[src/rtl/tbps_pkg.sv]
// ----------------------------------------------------------------------------
// tbps_pkg
// types and constants shared by the toggle-button power synchronizer
// ----------------------------------------------------------------------------
`default_nettype none

package tbps_pkg;

	localparam int unsigned TICK_W    = 16;
	localparam int unsigned SPEED_W   = 8;
	localparam int unsigned CFG_W     = 15;
	localparam int unsigned CFG_IDX_W = 1;
	localparam int unsigned IN_DATA_W  = 32;
	localparam int unsigned OUT_DATA_W = 16;

	localparam logic [CFG_W-1:0] HOLD_RESET  = 15'd3663;
	localparam logic [CFG_W-1:0] PRESS_RESET = 15'd122;

	localparam logic [SPEED_W-1:0] PWM_TOP = 8'd255;

	typedef enum logic [CFG_IDX_W-1:0] {
		REG_HOLD  = 1'b0,
		REG_PRESS = 1'b1
	} cfg_reg_t;

	typedef struct packed {
		logic [TICK_W-1:0]  now_tick;
		logic               led_lit;
		logic [SPEED_W-1:0] fan_speed;
	} item_t;

	typedef struct packed {
		logic               unit_powered;
		logic               button_out;
		logic [SPEED_W-1:0] pwm_compare;
	} result_t;

endpackage

`default_nettype wire

[src/rtl/tbps_core.sv]
// ----------------------------------------------------------------------------
// tbps_core
// config registers, power judgement and button timing state for one item
// ----------------------------------------------------------------------------
`default_nettype none

module tbps_core (
	input  wire logic                          clk,
	input  wire logic                          arst_n,
	input  wire logic                          cfg_wen,
	input  wire logic [tbps_pkg::CFG_IDX_W-1:0] cfg_index,
	input  wire logic [tbps_pkg::CFG_W-1:0]    cfg_data,
	input  wire logic                          step,
	input  wire tbps_pkg::item_t               item,
	output tbps_pkg::result_t                  result
);
	import tbps_pkg::*;

	logic [CFG_W-1:0]   hold_q;
	logic [CFG_W-1:0]   press_q;
	logic [TICK_W-1:0]  last_lit_q;
	logic [TICK_W-1:0]  last_action_q;
	logic               pressing_q;
	logic [SPEED_W-1:0] speed_q;

	logic [TICK_W-1:0]  lit_diff;
	logic [TICK_W-1:0]  since;
	logic [TICK_W:0]    holdoff;
	logic               dark_expired;
	logic               powered;
	logic [TICK_W-1:0]  last_lit_d;
	logic               pressing_d;
	logic               action;

	// config
	always_ff @(posedge clk or negedge arst_n) begin
		if (!arst_n) begin
			hold_q  <= HOLD_RESET;
			press_q <= PRESS_RESET;
		end else if (cfg_wen) begin
			unique case (cfg_reg_t'(cfg_index))
				REG_HOLD:  hold_q  <= cfg_data;
				REG_PRESS: press_q <= cfg_data;
				default: ;
			endcase
		end
	end

	// power judgement
	always_comb begin
		lit_diff     = item.now_tick - last_lit_q;
		dark_expired = lit_diff >= {1'b0, hold_q};
		powered      = item.led_lit || !dark_expired;
		if (item.led_lit) begin
			last_lit_d = item.now_tick;
		end else if (dark_expired) begin
			last_lit_d = item.now_tick - {1'b0, hold_q};
		end else begin
			last_lit_d = last_lit_q;
		end
	end

	// button timing
	always_comb begin
		since      = item.now_tick - last_action_q;
		holdoff    = {2'b00, hold_q} + {2'b00, press_q};
		pressing_d = pressing_q;
		action     = 1'b0;
		if (pressing_q) begin
			if ({1'b0, since} > {2'b00, press_q}) begin
				pressing_d = 1'b0;
				action     = 1'b1;
			end
		end else if ({1'b0, since} > holdoff && (powered != (speed_q != '0))) begin
			pressing_d = 1'b1;
			action     = 1'b1;
		end
	end

	always_ff @(posedge clk or negedge arst_n) begin
		if (!arst_n) begin
			last_lit_q    <= '0;
			last_action_q <= '0;
			pressing_q    <= 1'b0;
			speed_q       <= '0;
		end else if (step) begin
			last_lit_q <= last_lit_d;
			pressing_q <= pressing_d;
			speed_q    <= item.fan_speed;
			if (action) begin
				last_action_q <= item.now_tick;
			end
		end
	end

	assign result.unit_powered = powered;
	assign result.button_out   = pressing_d;
	assign result.pwm_compare  = PWM_TOP - item.fan_speed;

endmodule

`default_nettype wire

[src/rtl/toggle_button_power_sync.sv]
// ----------------------------------------------------------------------------
// toggle_button_power_sync
// judges unit power from the status LED and drives a toggle button to match
// the requested fan speed, with PWM compare output
// ----------------------------------------------------------------------------
// channel   dir  handshake               payload
// s_axis    in   s_axis_tvalid/tready    now_tick, led_lit, fan_speed
// m_axis    out  m_axis_tvalid/tready    unit_powered, button_out, pwm_compare
// cfg       in   cfg_wen                 hold_ticks (0), press_ticks (1)
//
// one transaction per cycle while m_axis_tready does not stall the result
// input register feeds the state update, result register holds the output
// state advances when the input register moves into the result register
// a stalled result holds both registers; ready drops only when both are full
// reset clears config to defaults and all timing state to zero
// ----------------------------------------------------------------------------
`default_nettype none

module toggle_button_power_sync (
	input  wire logic                           clk,
	input  wire logic                           arst_n,
	input  wire logic                           cfg_wen,
	input  wire logic [tbps_pkg::CFG_IDX_W-1:0]  cfg_index,
	input  wire logic [tbps_pkg::CFG_W-1:0]     cfg_data,
	input  wire logic                           s_axis_tvalid,
	output      logic                           s_axis_tready,
	// [15:0] now_tick, [16] led_lit, [24:17] fan_speed, [31:25] zero
	input  wire logic [tbps_pkg::IN_DATA_W-1:0]  s_axis_tdata,
	output      logic                           m_axis_tvalid,
	input  wire logic                           m_axis_tready,
	// [0] unit_powered, [1] button_out, [9:2] pwm_compare, [15:10] zero
	output      logic [tbps_pkg::OUT_DATA_W-1:0] m_axis_tdata
);
	import tbps_pkg::*;

	logic    valid_s1;
	item_t   item_s1;
	logic    valid_s2;
	result_t result_s2;
	result_t result;
	logic    adv_s2;
	logic    take_s1;

	assign adv_s2        = valid_s1 && (!valid_s2 || m_axis_tready);
	assign s_axis_tready = !valid_s1 || adv_s2;
	assign take_s1       = s_axis_tvalid && s_axis_tready;

	always_ff @(posedge clk or negedge arst_n) begin
		if (!arst_n) begin
			valid_s1 <= 1'b0;
		end else if (s_axis_tready) begin
			valid_s1 <= s_axis_tvalid;
		end
	end

	always_ff @(posedge clk) begin
		if (take_s1) begin
			item_s1.now_tick  <= s_axis_tdata[TICK_W-1:0];
			item_s1.led_lit   <= s_axis_tdata[TICK_W];
			item_s1.fan_speed <= s_axis_tdata[TICK_W+SPEED_W:TICK_W+1];
		end
	end

	tbps_core u_core (
		.clk       (clk),
		.arst_n    (arst_n),
		.cfg_wen   (cfg_wen),
		.cfg_index (cfg_index),
		.cfg_data  (cfg_data),
		.step      (adv_s2),
		.item      (item_s1),
		.result    (result)
	);

	always_ff @(posedge clk or negedge arst_n) begin
		if (!arst_n) begin
			valid_s2 <= 1'b0;
		end else if (!valid_s2 || m_axis_tready) begin
			valid_s2 <= valid_s1;
		end
	end

	always_ff @(posedge clk) begin
		if (adv_s2) begin
			result_s2 <= result;
		end
	end

	assign m_axis_tvalid = valid_s2;
	assign m_axis_tdata  = {
		{(OUT_DATA_W - SPEED_W - 2){1'b0}},
		result_s2.pwm_compare,
		result_s2.button_out,
		result_s2.unit_powered
	};

endmodule

`default_nettype wire
[config.mk]
export PLATFORM = sky130hd
export DESIGN_NAME = toggle_button_power_sync
export DESIGN_NICKNAME = d
export VERILOG_FILES = /design/src/rtl/tbps_pkg.sv /design/src/rtl/tbps_core.sv /design/src/rtl/toggle_button_power_sync.sv
export SDC_FILE = /design/constraint.sdc
export NUM_CORES = 1
export LEC_CHECK = 0
export BUFFER_PORTS_ARGS = -buffer_cell sky130_fd_sc_hd__buf_2
export CORE_MARGIN = 2
export CORE_UTILIZATION = 60
export CTS_BUF_LIST = sky130_fd_sc_hd__clkbuf_2 sky130_fd_sc_hd__clkbuf_4 sky130_fd_sc_hd__clkbuf_8
export CTS_CLUSTER_SIZE = 40
export DETAILED_ROUTE_END_ITERATION = 10
export HOLD_SLACK_MARGIN = 0.06
export PLACE_DENSITY = 0.83
export SETUP_SLACK_MARGIN = 0.05
export SLEW_MARGIN = 20
export SYNTH_ARGS = -nofsm -noshare
export SYNTH_HDL_FRONTEND = slang
export SYNTH_SLANG_ARGS = --single-unit
[constraint.sdc]
create_clock -name clk -period 5.3 [get_ports clk]
set_clock_uncertainty 0.1 [all_clocks]
set_input_delay 0.265 -clock clk [delete_from_list [all_inputs] [get_ports clk]]
set_output_delay 0.265 -clock clk [all_outputs]
set_load 0.1 [all_outputs]
==> results by group, run 1 <==
Run status
  • Status: complete, no violations

Route
  • Total Wirelength: 16500 µm
  • Wire per inst: 15.5 µm
  • Via count: 5916
  • DRC: 0
  • Vias per inst: 5.55
  • First-pass DRT Iterations: 7
  • DR iter-0 viols: 333
  • Antenna-violating nets left: 0

Layout
  • Number of diodes: 0
  • Share of cells above drive strength 1: 15.5%
  • Leading cell types in the layout, fill and taps excluded: 106 x ha_1, 88 x inv_1, 60 x dfrtp_1
  • Most common cell after layout, fill and taps aside: ha_1
  • Reg area: 2890 µm²
  • Area growth syn-to-layout: 14.7%
  • Multi-input gate area: 4420 µm²
  • Fin nets: 1051
  • Filler instances: 939

Clocking
  • Clk sink count: 108
  • CTS tree: built
  • Maximum clock path buffer count: 2
  • Setup bufs post-CTS: 0
  • H-tree depth: 3
  • CTS Root Cell: clkbuf_8
  • Total CTS buffers: 9
  • Latest clock arrival within the worst-skew pair: 0.41 ns
  • Clk slew on worst S/H paths: 0.11 ns

Timing
  • FMAX: 204 MHz
  • Relative slew slack: 39.1%
  • Worst-Margin Slew: 0.913 ns
  • Tmin final: 4.90 ns
  • Final slew viol count: 0
  • Final setup violation count: 0
  • Post-layout worst setup margin: 0.404 ns
  • RSZ-0062 raised after global routing: false
  • Final period util: 92.4%
  • Setup TNS: 0 ns
  • Final hold violations: 0

Global route
  • Overflow left after global routing: 0
  • Vias in the first global route: 5961
  • First-pass GRT wire length: 27800 µm
  • Initial antenna violation count: 0
  • Largest net degree at the start of global routing: 74
  • Total GRT Usage: 25.1%

Power and ir drop
  • Pwr dens: 536 nW/µm²
  • VDD IR max: 0.263 mV
  • Pleak: 4.15 nW
  • Pwr Total: 0.00474 W

Floorplan
  • Row cnt: 41
  • Die height: 117 µm
  • Die W: 117 µm
  • Core Box Area: 12600 µm²
  • Starting Density: 61.4%
  • IO Pins: 71
  • Die area: 13800 µm²

Place
  • Post-place setup slack: 0.353 ns
  • GP Congestion: 0.892
  • Port-buffer cells: 57
  • DP HPWL: 12200 µm

Logic synthesis
  • Post-synthesis sequential area ratio: 37.5%
  • Synth unique cells: 62
  • Mapped Cells: 784
  • Synth warn: 0
  • Ys flop type: dfrtp_1
  • FF+latch count, synth: 108
  • Async set or reset register ratio after synthesis: 67.6%
  • Post-synth EDFFs: 35
  • Post-synthesis instance area: 7720 µm²
  • Avg Cell Area, Syn: 9.85 µm²

Min path
  • Hold Path Stages: 4
  • Hold Crit Class: in2reg

Critical path
  • Reg2reg path depth: 23
  • WP data required: 5.50 ns
  • Crit path max fanout: 16
  • CP arrival: 5.09 ns
  • Setup crit end kind: flop
  • Critical Path Start Type: flop
  • Crit path kind: reg2reg

Job
  • Max Cap Viol: 0
-- worst paths after layout --
check                      slack [ns]                      end                 start
min in group asynchronous        0.43     u_core.last_lit_q[4]                arst_n
min                              0.15         u_core.hold_q[9]             cfg_index
max in group asynchronous        4.09        u_core.speed_q[2]                arst_n
max reg2reg                      0.40  u_core.last_action_q[0]      u_core.hold_q[0]
min reg2reg                      0.40     u_core.last_lit_q[7]  u_core.last_lit_q[7]
max                              0.40  u_core.last_action_q[0]      u_core.hold_q[0]
-- worst max-delay path, stage by stage, from the launching register on --
cell	delay, ns
dfstp_2	0.58
ha_1	0.17
inv_1	0.06
fa_1	0.42
nor2b_1	0.15
o21ai_0	0.11
a21boi_0	0.19
o21ai_1	0.14
a211oi_2	0.30
o31ai_1	0.14
o21bai_1	0.16
a21oi_1	0.10
xor2_1	0.14
ha_1	0.29
nand3_1	0.08
nor2_1	0.14
o21ai_0	0.10
a21oi_1	0.13
o21a_1	0.19
nand3_1	0.09
mux2i_1	0.20
o221a_1	0.26
buf_12	0.18
mux2_2	0.35
-- where the power goes --
group	internal [W]	leakage [nW]	switching [W]
combinational	0.00133	2.87	0.00169
sequential	0.00107	1.18	0.000112
clock	0.000224	0.0968	0.000311
total	0.00263	4.15	0.00211
-- cells in the mapped netlist (all sizes together) (11+ instances only) --
| cell type | number | area [µm²] |
|---|---|---|
| a21o | 14 | 105 |
| a21oi | 59 | 310 |
| clkbuf | 11 | 41.3 |
| dfrtp | 60 | 1500 |
| dfstp | 13 | 342 |
| edfxtp | 35 | 1050 |
| ha | 106 | 1330 |
| inv | 88 | 330 |
| mux2 | 32 | 394 |
| nand2 | 57 | 214 |
| nand2b | 17 | 106 |
| nand3 | 19 | 95.1 |
| nor2 | 33 | 124 |
| nor3 | 15 | 75.1 |
| o21ai | 60 | 312 |
| xnor2 | 29 | 273 |
| xor2 | 21 | 184 |
-- per-stage QoR --
step           utilization [%]  cells  cell area, µm²  hold slack, ns
2_1_floorplan                -    789            7740          -0.131
3_3_place_gp              65.0   1004            8180           0.341
3_5_place_dp              65.2   1005            8190           0.343
4_1_cts                   70.3   1065            8830           0.203
5_1_grt                   70.4   1065            8850           0.199
6_report                  70.4   1065            8850           0.152
-- metal layers --
metal  up-vias  GRT usage [%]  part of all wire, %
met1      2769           33.5                   46
met2       141           40.8                   47
met4         0           10.2                  2.2
met3        28           4.33                  4.5
met5         -              0                    0
li1       2978              -                    -
-- sequential cells by signal (all words and copies together) (netlist names) --
register / count
u_core.press_q: 15
valid_s1: 1
u_core.last_lit_q: 16
m_axis_tvalid: 1
u_core.pressing_q: 1
m_axis_tdata: 10
u_core.hold_q: 15
u_core.last_action_q: 16
u_core.speed_q: 8
item_s1: 25
-- cell type report --
| type | count | area share [%] |
|---|---|---|
| repair buffers | 107 | 8.96 |
| well taps | 172 | 2.43 |
| flip-flops and latches | 108 | 32.7 |
| clock buffers | 9 | 1.40 |
| inverters | 88 | 3.73 |
| multi-input cells | 574 | 49.9 |
| clock inverters | 7 | 0.904 |
-- what timing repair did --
action,CTS,global route
setup endpoints to repair,0,15
gates resized for setup,0,4
hold buffers,44,0
hold endpoints to repair,117,0
-- cell families (layout without fill, tap and decap cells) --
| logic type | count (synthesis) | after routing | share of synthesized area, % |
|---|---|---|---|
| AND/OR/NAND/NOR | 176 | 176 | 10.8 |
| XOR/XNOR | 50 | 50 | 5.92 |
| other | 1 | 6 | 0.0486 |
| multiplexers | 37 | 37 | 5.75 |
| buffers and inverters | 107 | 211 | 5.80 |
| flip-flops | 108 | 108 | 37.5 |
| AO/OA/AOI/OAI | 195 | 195 | 15.9 |
| adder cells (fa/ha/maj) | 110 | 110 | 18.2 |
No activity file was read; power rests on OpenSTA's default activity.
==> inputs of run 2 (changes only) <==
--- a/config.mk
+++ b/config.mk
@@ -11,8 +11,9 @@
 export CTS_BUF_LIST = sky130_fd_sc_hd__clkbuf_2 sky130_fd_sc_hd__clkbuf_4 sky130_fd_sc_hd__clkbuf_8
 export CTS_CLUSTER_SIZE = 40
 export DETAILED_ROUTE_END_ITERATION = 10
-export HOLD_SLACK_MARGIN = 0.06
+export HOLD_SLACK_MARGIN = 0.12
 export PLACE_DENSITY = 0.83
+export RECOVER_POWER = 100
 export SETUP_SLACK_MARGIN = 0.05
 export SLEW_MARGIN = 20
 export SYNTH_ARGS = -nofsm -noshare
==> run 2 against run 1 <==
Against the previous run:
- the run now ends with max-capacitance violations, max-slew violations left
- critical endpoint unchanged
- combinational power hardly changed
- largest cell class unchanged
- first-iteration DRC count is 5.1% lower
- critical path depth stayed put
- largest power group unchanged
==> results by group, run 2 (synthesized netlist as in run 1, its figures left out) <==
Critical path
  • Worst r2r dst: u_core.last_action_q[0]
  • Reg2reg path depth: 23 (unchanged)
  • CP cell instances: inv_1, ha_1, fa_1, nor2b_1, o21ai_0, nand2b_1, a21o_1, a21o_1, a21oi_1, o21ai_0, a21oi_1, xnor2_1, ha_1, o21ai_0, nor2_1, nor3_2, o21a_1, a311o_1, a31o_2, mux2i_1, o221a_1, buf_12, mux2_2
  • CP arrival: 5.18 ns (+0.09 ns)
  • Crit path max fanout: 16 (unchanged)
  • Critical Path Start Type: flop
  • Worst R2R Setup Slack: 0.32 ns (-0.09 ns)
  • Crit path kind: reg2reg
  • Setup crit end kind: flop
  • R2R Path Start: item_s1[9]
  • Max stage delay cell, worst path: edfxtp_1
  • Slowest stage delay, CP: 0.43 ns (-0.15 ns)
  • Most frequent CP cell: o21ai_0
  • WP data required: 5.50 ns (about the same)

Clocking
  • Setup bufs post-CTS: 0 (unchanged)
  • Maximum clock path buffer count: 2 (unchanged)
  • Clk sink count: 108 (unchanged)
  • Total CTS buffers: 9 (unchanged)
  • Clk slew on worst S/H paths: 0.11 ns (about the same)
  • CTS tree: built
  • H-tree depth: 3 (unchanged)
  • CTS Root Cell: clkbuf_8
  • Latest clock arrival within the worst-skew pair: 0.41 ns (about the same)

Route
  • Via count: 5930 (+0.24%)
  • Total Wirelength: 16500 µm (about the same)
  • Vias per inst: 5.57 (+0.24%)
  • Antenna-violating nets left: 0 (unchanged)
  • First-pass DRT Iterations: 5 (-2)
  • Wire per inst: 15.5 µm (about the same)
  • DR iter-0 viols: 316 (-5.1%)
  • DRC: 0 (unchanged)

Place
  • DP HPWL: 12200 µm (unchanged)
  • Port-buffer cells: 57 (unchanged)
  • Placed cell count: 1005 (unchanged)
  • GP Congestion: 0.892 (unchanged)

Layout
  • Area growth syn-to-layout: 14.2%
  • Number of diodes: 0 (unchanged)
  • Utilization after layout: 70.1% (-0.34 points)
  • Fin nets: 1051 (unchanged)
  • Most common cell after layout, fill and taps aside: ha_1
  • Largest registers: item_s1 (25), u_core.last_action_q (16), u_core.last_lit_q (16)
  • Fin cells: 1065 (unchanged)
  • Reg with most FFs: item_s1
  • Max reg flops: 25 (unchanged)
  • Leading cell types in the layout, fill and taps excluded: 106 x ha_1, 88 x inv_1, 60 x dfrtp_1
  • Share of cells above drive strength 1: 13.5% (-1.9 points)

Floorplan
  • Die area: 13800 µm² (unchanged)
  • Die W: 117 µm (unchanged)
  • IO Pins: 71 (unchanged)
  • Core Box Area: 12600 µm² (unchanged)
  • Die height: 117 µm (unchanged)
  • Starting Density: 61.4% (unchanged)
  • Row cnt: 41 (unchanged)

Power and ir drop
  • Pwr dens: 537 nW/µm² (+0.28%)
  • Pwr Total: 0.00473 W (-0.20%)
  • VDD IR max: 0.248 mV (-6.0%)
  • Pleak: 4.10 nW (-1.2%)

Min path
  • Worst Hold Endpoint: u_core.last_lit_q[7]
  • Hold Path Stages: 2 (-2)
  • Hold Crit Class: reg2reg
  • Hold Startpoint: u_core.last_lit_q[7]

Timing
  • Tmin final: 4.98 ns (+0.0865 ns)
  • Final setup violation count: 0 (unchanged)
  • Setup TNS: 0 ns (unchanged)
  • FMAX: 201 MHz (-1.7%)
  • Final hold violations: 0 (unchanged)
  • Final slew viol count: 104 (+104)
  • Worst-Margin Slew: 3.86 ns (+2.95 ns)
  • RSZ-0062 raised after global routing: false
  • Final period util: 94.0% (+1.6 points)
  • Relative slew slack: -157% (-200 points)

Job
  • Max Cap Viol: 2 (+2)

Global route
  • Overflow left after global routing: 0 (unchanged)
  • Initial antenna violation count: 0 (unchanged)
  • Vias in the first global route: 5961 (unchanged)
  • Largest net degree at the start of global routing: 74 (unchanged)
  • Total GRT Usage: 25.1% (unchanged)
  • First-pass GRT wire length: 27800 µm (unchanged)

Run status
  • Status: finished with violations
  • Failing checks: max-capacitance violations, max-slew violations
## run 2: repair_timing
item                                    in CTS  in global routing
hold buffers                                44                  0
endpoints found under the hold margin      117                  0
endpoints found under the setup margin       0                 15
gates resized for setup                      0                  4
## run 2: power by group
| part | total (W) | switching [W] | internal (W) |
|---|---|---|---|
| combinational | 0.00301 | 0.00169 | 0.00132 |
| sequential | 0.00119 | 0.000111 | 0.00107 |
| clock | 0.000536 | 0.000312 | 0.000224 |
## run 2: per-stage QoR
stage / area [µm²] / hold WS (ns) / worst slack [ns]
after floorplan: 7740 / -0.131 / 0.772
after global placement: 8180 / 0.341 / 0.468
after detailed placement: 8190 / 0.343 / 0.353
after CTS: 8830 / 0.203 / 0.313
after global routing: 8810 / 0.432 / 0.0108
final: 8810 / 0.398 / 0.318
## run 2: critical path, delay by kind of cell, from the launching register on
kind / cells / cell delay [ns]
AOI/OAI and AO/OA: 11 / 2.15
xor gates and xnor gates: 1 / 0.15
adders and majority gates: 3 / 0.70
buffers and inverters: 2 / 0.31
DFF: 1 / 0.43
muxes: 2 / 0.60
and+or+nand+nor: 4 / 0.43
## run 2: final cells by class
class / instances / area [µm²]
inverters: 88 / 330
flip-flops and latches: 108 / 2890
clock buffers: 9 / 124
multi-input cells: 574 / 4410
clock inverters: 7 / 80.1
well taps: 172 / 215
fillers: 950 / 3760
repair buffers: 107 / 762
## run 2: worst max-delay path by stage
stage,from,endpoint,slack [ns],cells past startpoint
6_report,item_s1[9],u_core.last_action_q[0],0.32,23
3_3_place_gp,item_s1[9],u_core.last_action_q[2],0.47,22
2_1_floorplan,item_s1[9],u_core.last_action_q[10],0.77,24
4_1_cts,u_core.hold_q[0],u_core.last_action_q[0],0.31,23
3_5_place_dp,item_s1[9],u_core.last_action_q[0],0.35,22
5_1_grt,item_s1[9],u_core.last_action_q[0],0.01,23
## run 2: metal layers
metal / GRT usage, % / up-vias / share of wire (%)
li1: - / 2975 / -
met1: 33.5 / 2772 / 45
met2: 40.8 / 155 / 47
met3: 4.33 / 28 / 5.2
met4: 10.2 / 0 / 2.3
met5: 0 / - / 0
==> inputs of run 3 (changes only) <==
--- a/config.mk
+++ b/config.mk
@@ -13,8 +13,7 @@
 export DETAILED_ROUTE_END_ITERATION = 10
 export HOLD_SLACK_MARGIN = 0.12
 export PLACE_DENSITY = 0.83
-export RECOVER_POWER = 100
-export SETUP_SLACK_MARGIN = 0.05
+export RECOVER_POWER = 25
 export SLEW_MARGIN = 20
 export SYNTH_ARGS = -nofsm -noshare
 export SYNTH_HDL_FRONTEND = slang
==> run 3 against run 2 <==
Against the previous run:
- worst hold slack about the same
- the flow still finishes with violations (max-capacitance violations, max-slew violations)
- utilization up 0.23 points
- die area unchanged
- sequential share of layout area down 0.11 points
- final cell count unchanged
- clock power about the same
- highest routed layer unchanged
- count of clock-buffer cells in the layout unchanged
- sequential power about the same
- largest cell class unchanged
==> results by group, run 3 (synthesized netlist as in run 1, its figures left out) <==
Floorplan
  • Starting Density: 61.4% (unchanged)
  • Die area: 13800 µm² (unchanged)
  • IO Pins: 71 (unchanged)
  • Die height: 117 µm (unchanged)
  • Core Box Area: 12600 µm² (unchanged)
  • Die W: 117 µm (unchanged)
  • Row cnt: 41 (unchanged)

Global route
  • Initial antenna violation count: 0 (unchanged)
  • Largest net degree at the start of global routing: 74 (unchanged)
  • Vias in the first global route: 5961 (unchanged)
  • Overflow left after global routing: 0 (unchanged)
  • Total GRT Usage: 25.1% (unchanged)
  • First-pass GRT wire length: 27800 µm (unchanged)

Route
  • Via count: 5916 (-0.24%)
  • Wire per inst: 15.5 µm (about the same)
  • DR iter-0 viols: 377 (+19%)
  • Total Wirelength: 16500 µm (about the same)
  • DRC: 0 (unchanged)
  • First-pass DRT Iterations: 5 (unchanged)
  • Antenna-violating nets left: 0 (unchanged)
  • Vias per inst: 5.55 (-0.24%)

Run status
  • Status: finished with violations
  • Failing checks: max-capacitance violations, max-slew violations

Power and ir drop
  • VDD IR max: 0.264 mV (+6.7%)
  • Pwr Total: 0.00473 W (about the same)
  • Pleak: 4.14 nW (+0.98%)
  • Pwr dens: 535 nW/µm² (-0.39%)

Timing
  • Worst-Margin Slew: 1.81 ns (-2.05 ns)
  • Final setup violation count: 0 (unchanged)
  • FMAX: 203 MHz (+1.1%)
  • RSZ-0062 raised after global routing: false
  • Hold slack final: 0.398 ns (-0.0000390 ns)
  • Setup TNS: 0 ns (unchanged)
  • Final hold violations: 0 (unchanged)
  • Final slew viol count: 30 (-71%)
  • Relative slew slack: -21.1% (+140 points)
  • Final period util: 93.0% (-1.0 points)
  • Tmin final: 4.93 ns (-0.0556 ns)

Critical path
  • WP data required: 5.50 ns (about the same)
  • CP cell instances: ha_1, inv_1, fa_1, nor2b_1, o21ai_0, a21boi_0, o21ai_0, a211oi_2, o31ai_1, o21bai_1, a21oi_1, xor2_1, ha_1, nand3_1, nor2_1, o21ai_0, a21oi_1, o21a_1, nand3_1, mux2i_1, o221a_1, buf_12, mux2_2
  • Max stage delay cell, worst path: dfstp_2
  • Buffer and inverter count on the worst path: 2 (unchanged)
  • Crit path kind: reg2reg
  • Critical Path Start Type: flop
  • Crit path max fanout: 16 (unchanged)
  • R2R Path Start: u_core.hold_q[0]
  • Slowest stage delay, CP: 0.58 ns (+0.15 ns)
  • Crit path max-delay family: compound AO/OA/AOI/OAI gates
  • Worst Setup SP: u_core.hold_q[0]
  • Setup crit end kind: flop
  • Most frequent CP cell: o21ai_0
  • CP arrival: 5.13 ns (-0.05 ns)

Clocking
  • Clk sink count: 108 (unchanged)
  • Setup bufs post-CTS: 0 (unchanged)
  • H-tree depth: 3 (unchanged)
  • Latest clock arrival within the worst-skew pair: 0.41 ns (about the same)
  • CTS Root Cell: clkbuf_8
  • Clk slew on worst S/H paths: 0.11 ns (about the same)
  • Total CTS buffers: 9 (unchanged)
  • Maximum clock path buffer count: 2 (unchanged)
  • CTS tree: built

Layout
  • Max reg flops: 25 (unchanged)
  • Utilization after layout: 70.3% (+0.23 points)
  • Area growth syn-to-layout: 14.5%
  • Filler instances: 941 (-0.95%)
  • Reg with most FFs: item_s1
  • Largest registers: item_s1 (25), u_core.last_action_q (16), u_core.last_lit_q (16)
  • Share of cells above drive strength 1: 15.1% (+1.6 points)
  • Leading cell types in the layout, fill and taps excluded: 106 x ha_1, 88 x inv_1, 60 x dfrtp_1
  • Fin nets: 1051 (unchanged)
  • Number of diodes: 0 (unchanged)
  • Most common cell after layout, fill and taps aside: ha_1

Place
  • Port-buffer cells: 57 (unchanged)
  • GP Congestion: 0.892 (unchanged)
  • DP HPWL: 12200 µm (unchanged)

Min path
  • Hold Crit Class: reg2reg
  • Hold Startpoint: u_core.last_lit_q[7]

Job
  • Max Cap Viol: 1 (-1)
-- run 3: changes by cell type in the layout (fill, tap and decap cells not counted), sizes merged --
cell and change:
clkbuf -14, buf +14
-- run 3: area by class of cell --
class                   instances  area, µm²  area share (%)
clock buffers                   9        124            1.40
clock inverters                 7       80.1           0.906
inverters                      88        330            3.74
multi-input cells             574       4400            49.8
flip-flops and latches        108       2890            32.7
well taps                     172        215            2.43
repair buffers                107        792            8.96
-- run 3: worst register-to-register path: cells and delay by family (launching register included) --
| kind | cells | cell delay [ns] |
|---|---|---|
| and+or+nand+nor | 4 | 0.46 |
| AOI/OAI and AO/OA | 11 | 1.84 |
| muxes | 2 | 0.56 |
| buffers and inverters | 2 | 0.24 |
| adders and majority gates | 3 | 0.89 |
| DFF | 1 | 0.58 |
| xor gates and xnor gates | 1 | 0.14 |
-- run 3: layer usage --
layer,global-route usage [%],vias up,routed length [µm]
met5,0,-,0
met1,33.5,2772,7690
met4,10.2,0,419
met2,40.8,132,7710
li1,-,2977,-
met3,4.33,35,647
-- run 3: power by group --
group / internal (W) / total [W] / switching (W) / leakage (nW)
clock network: 0.000224 / 0.000537 / 0.000313 / 0.0968
registers: 0.00107 / 0.00119 / 0.000111 / 1.18
logic: 0.00133 / 0.00301 / 0.00168 / 2.86
-- run 3: per-stage QoR --
step                cells  area [µm²]  worst slack, ns
floorplan             789        7740            0.772
global placement     1004        8180            0.468
detailed placement   1005        8190            0.353
CTS                  1065        8830            0.313
global route         1065        8840          0.00253
finish               1065        8840            0.374
-- run 3: final timing paths --
| kind | slack (ns) | cells after the start | end |
|---|---|---|---|
| max in group asynchronous | 4.09 | 2 | u_core.speed_q[2] |
| min in group asynchronous | 0.42 | 2 | u_core.last_lit_q[4] |
| max reg2reg | 0.37 | 23 | u_core.last_action_q[0] |
| min reg2reg | 0.40 | 2 | u_core.last_lit_q[7] |
| min | 0.40 | 2 | u_core.last_lit_q[7] |
| max | 0.37 | 23 | u_core.last_action_q[0] |
-- run 3: repair_timing --
item | CTS | global route
setup endpoints to repair | 0 | 15
hold buffers | 44 | 0
gates resized for setup | 0 | 2
hold endpoints to repair | 117 | 0
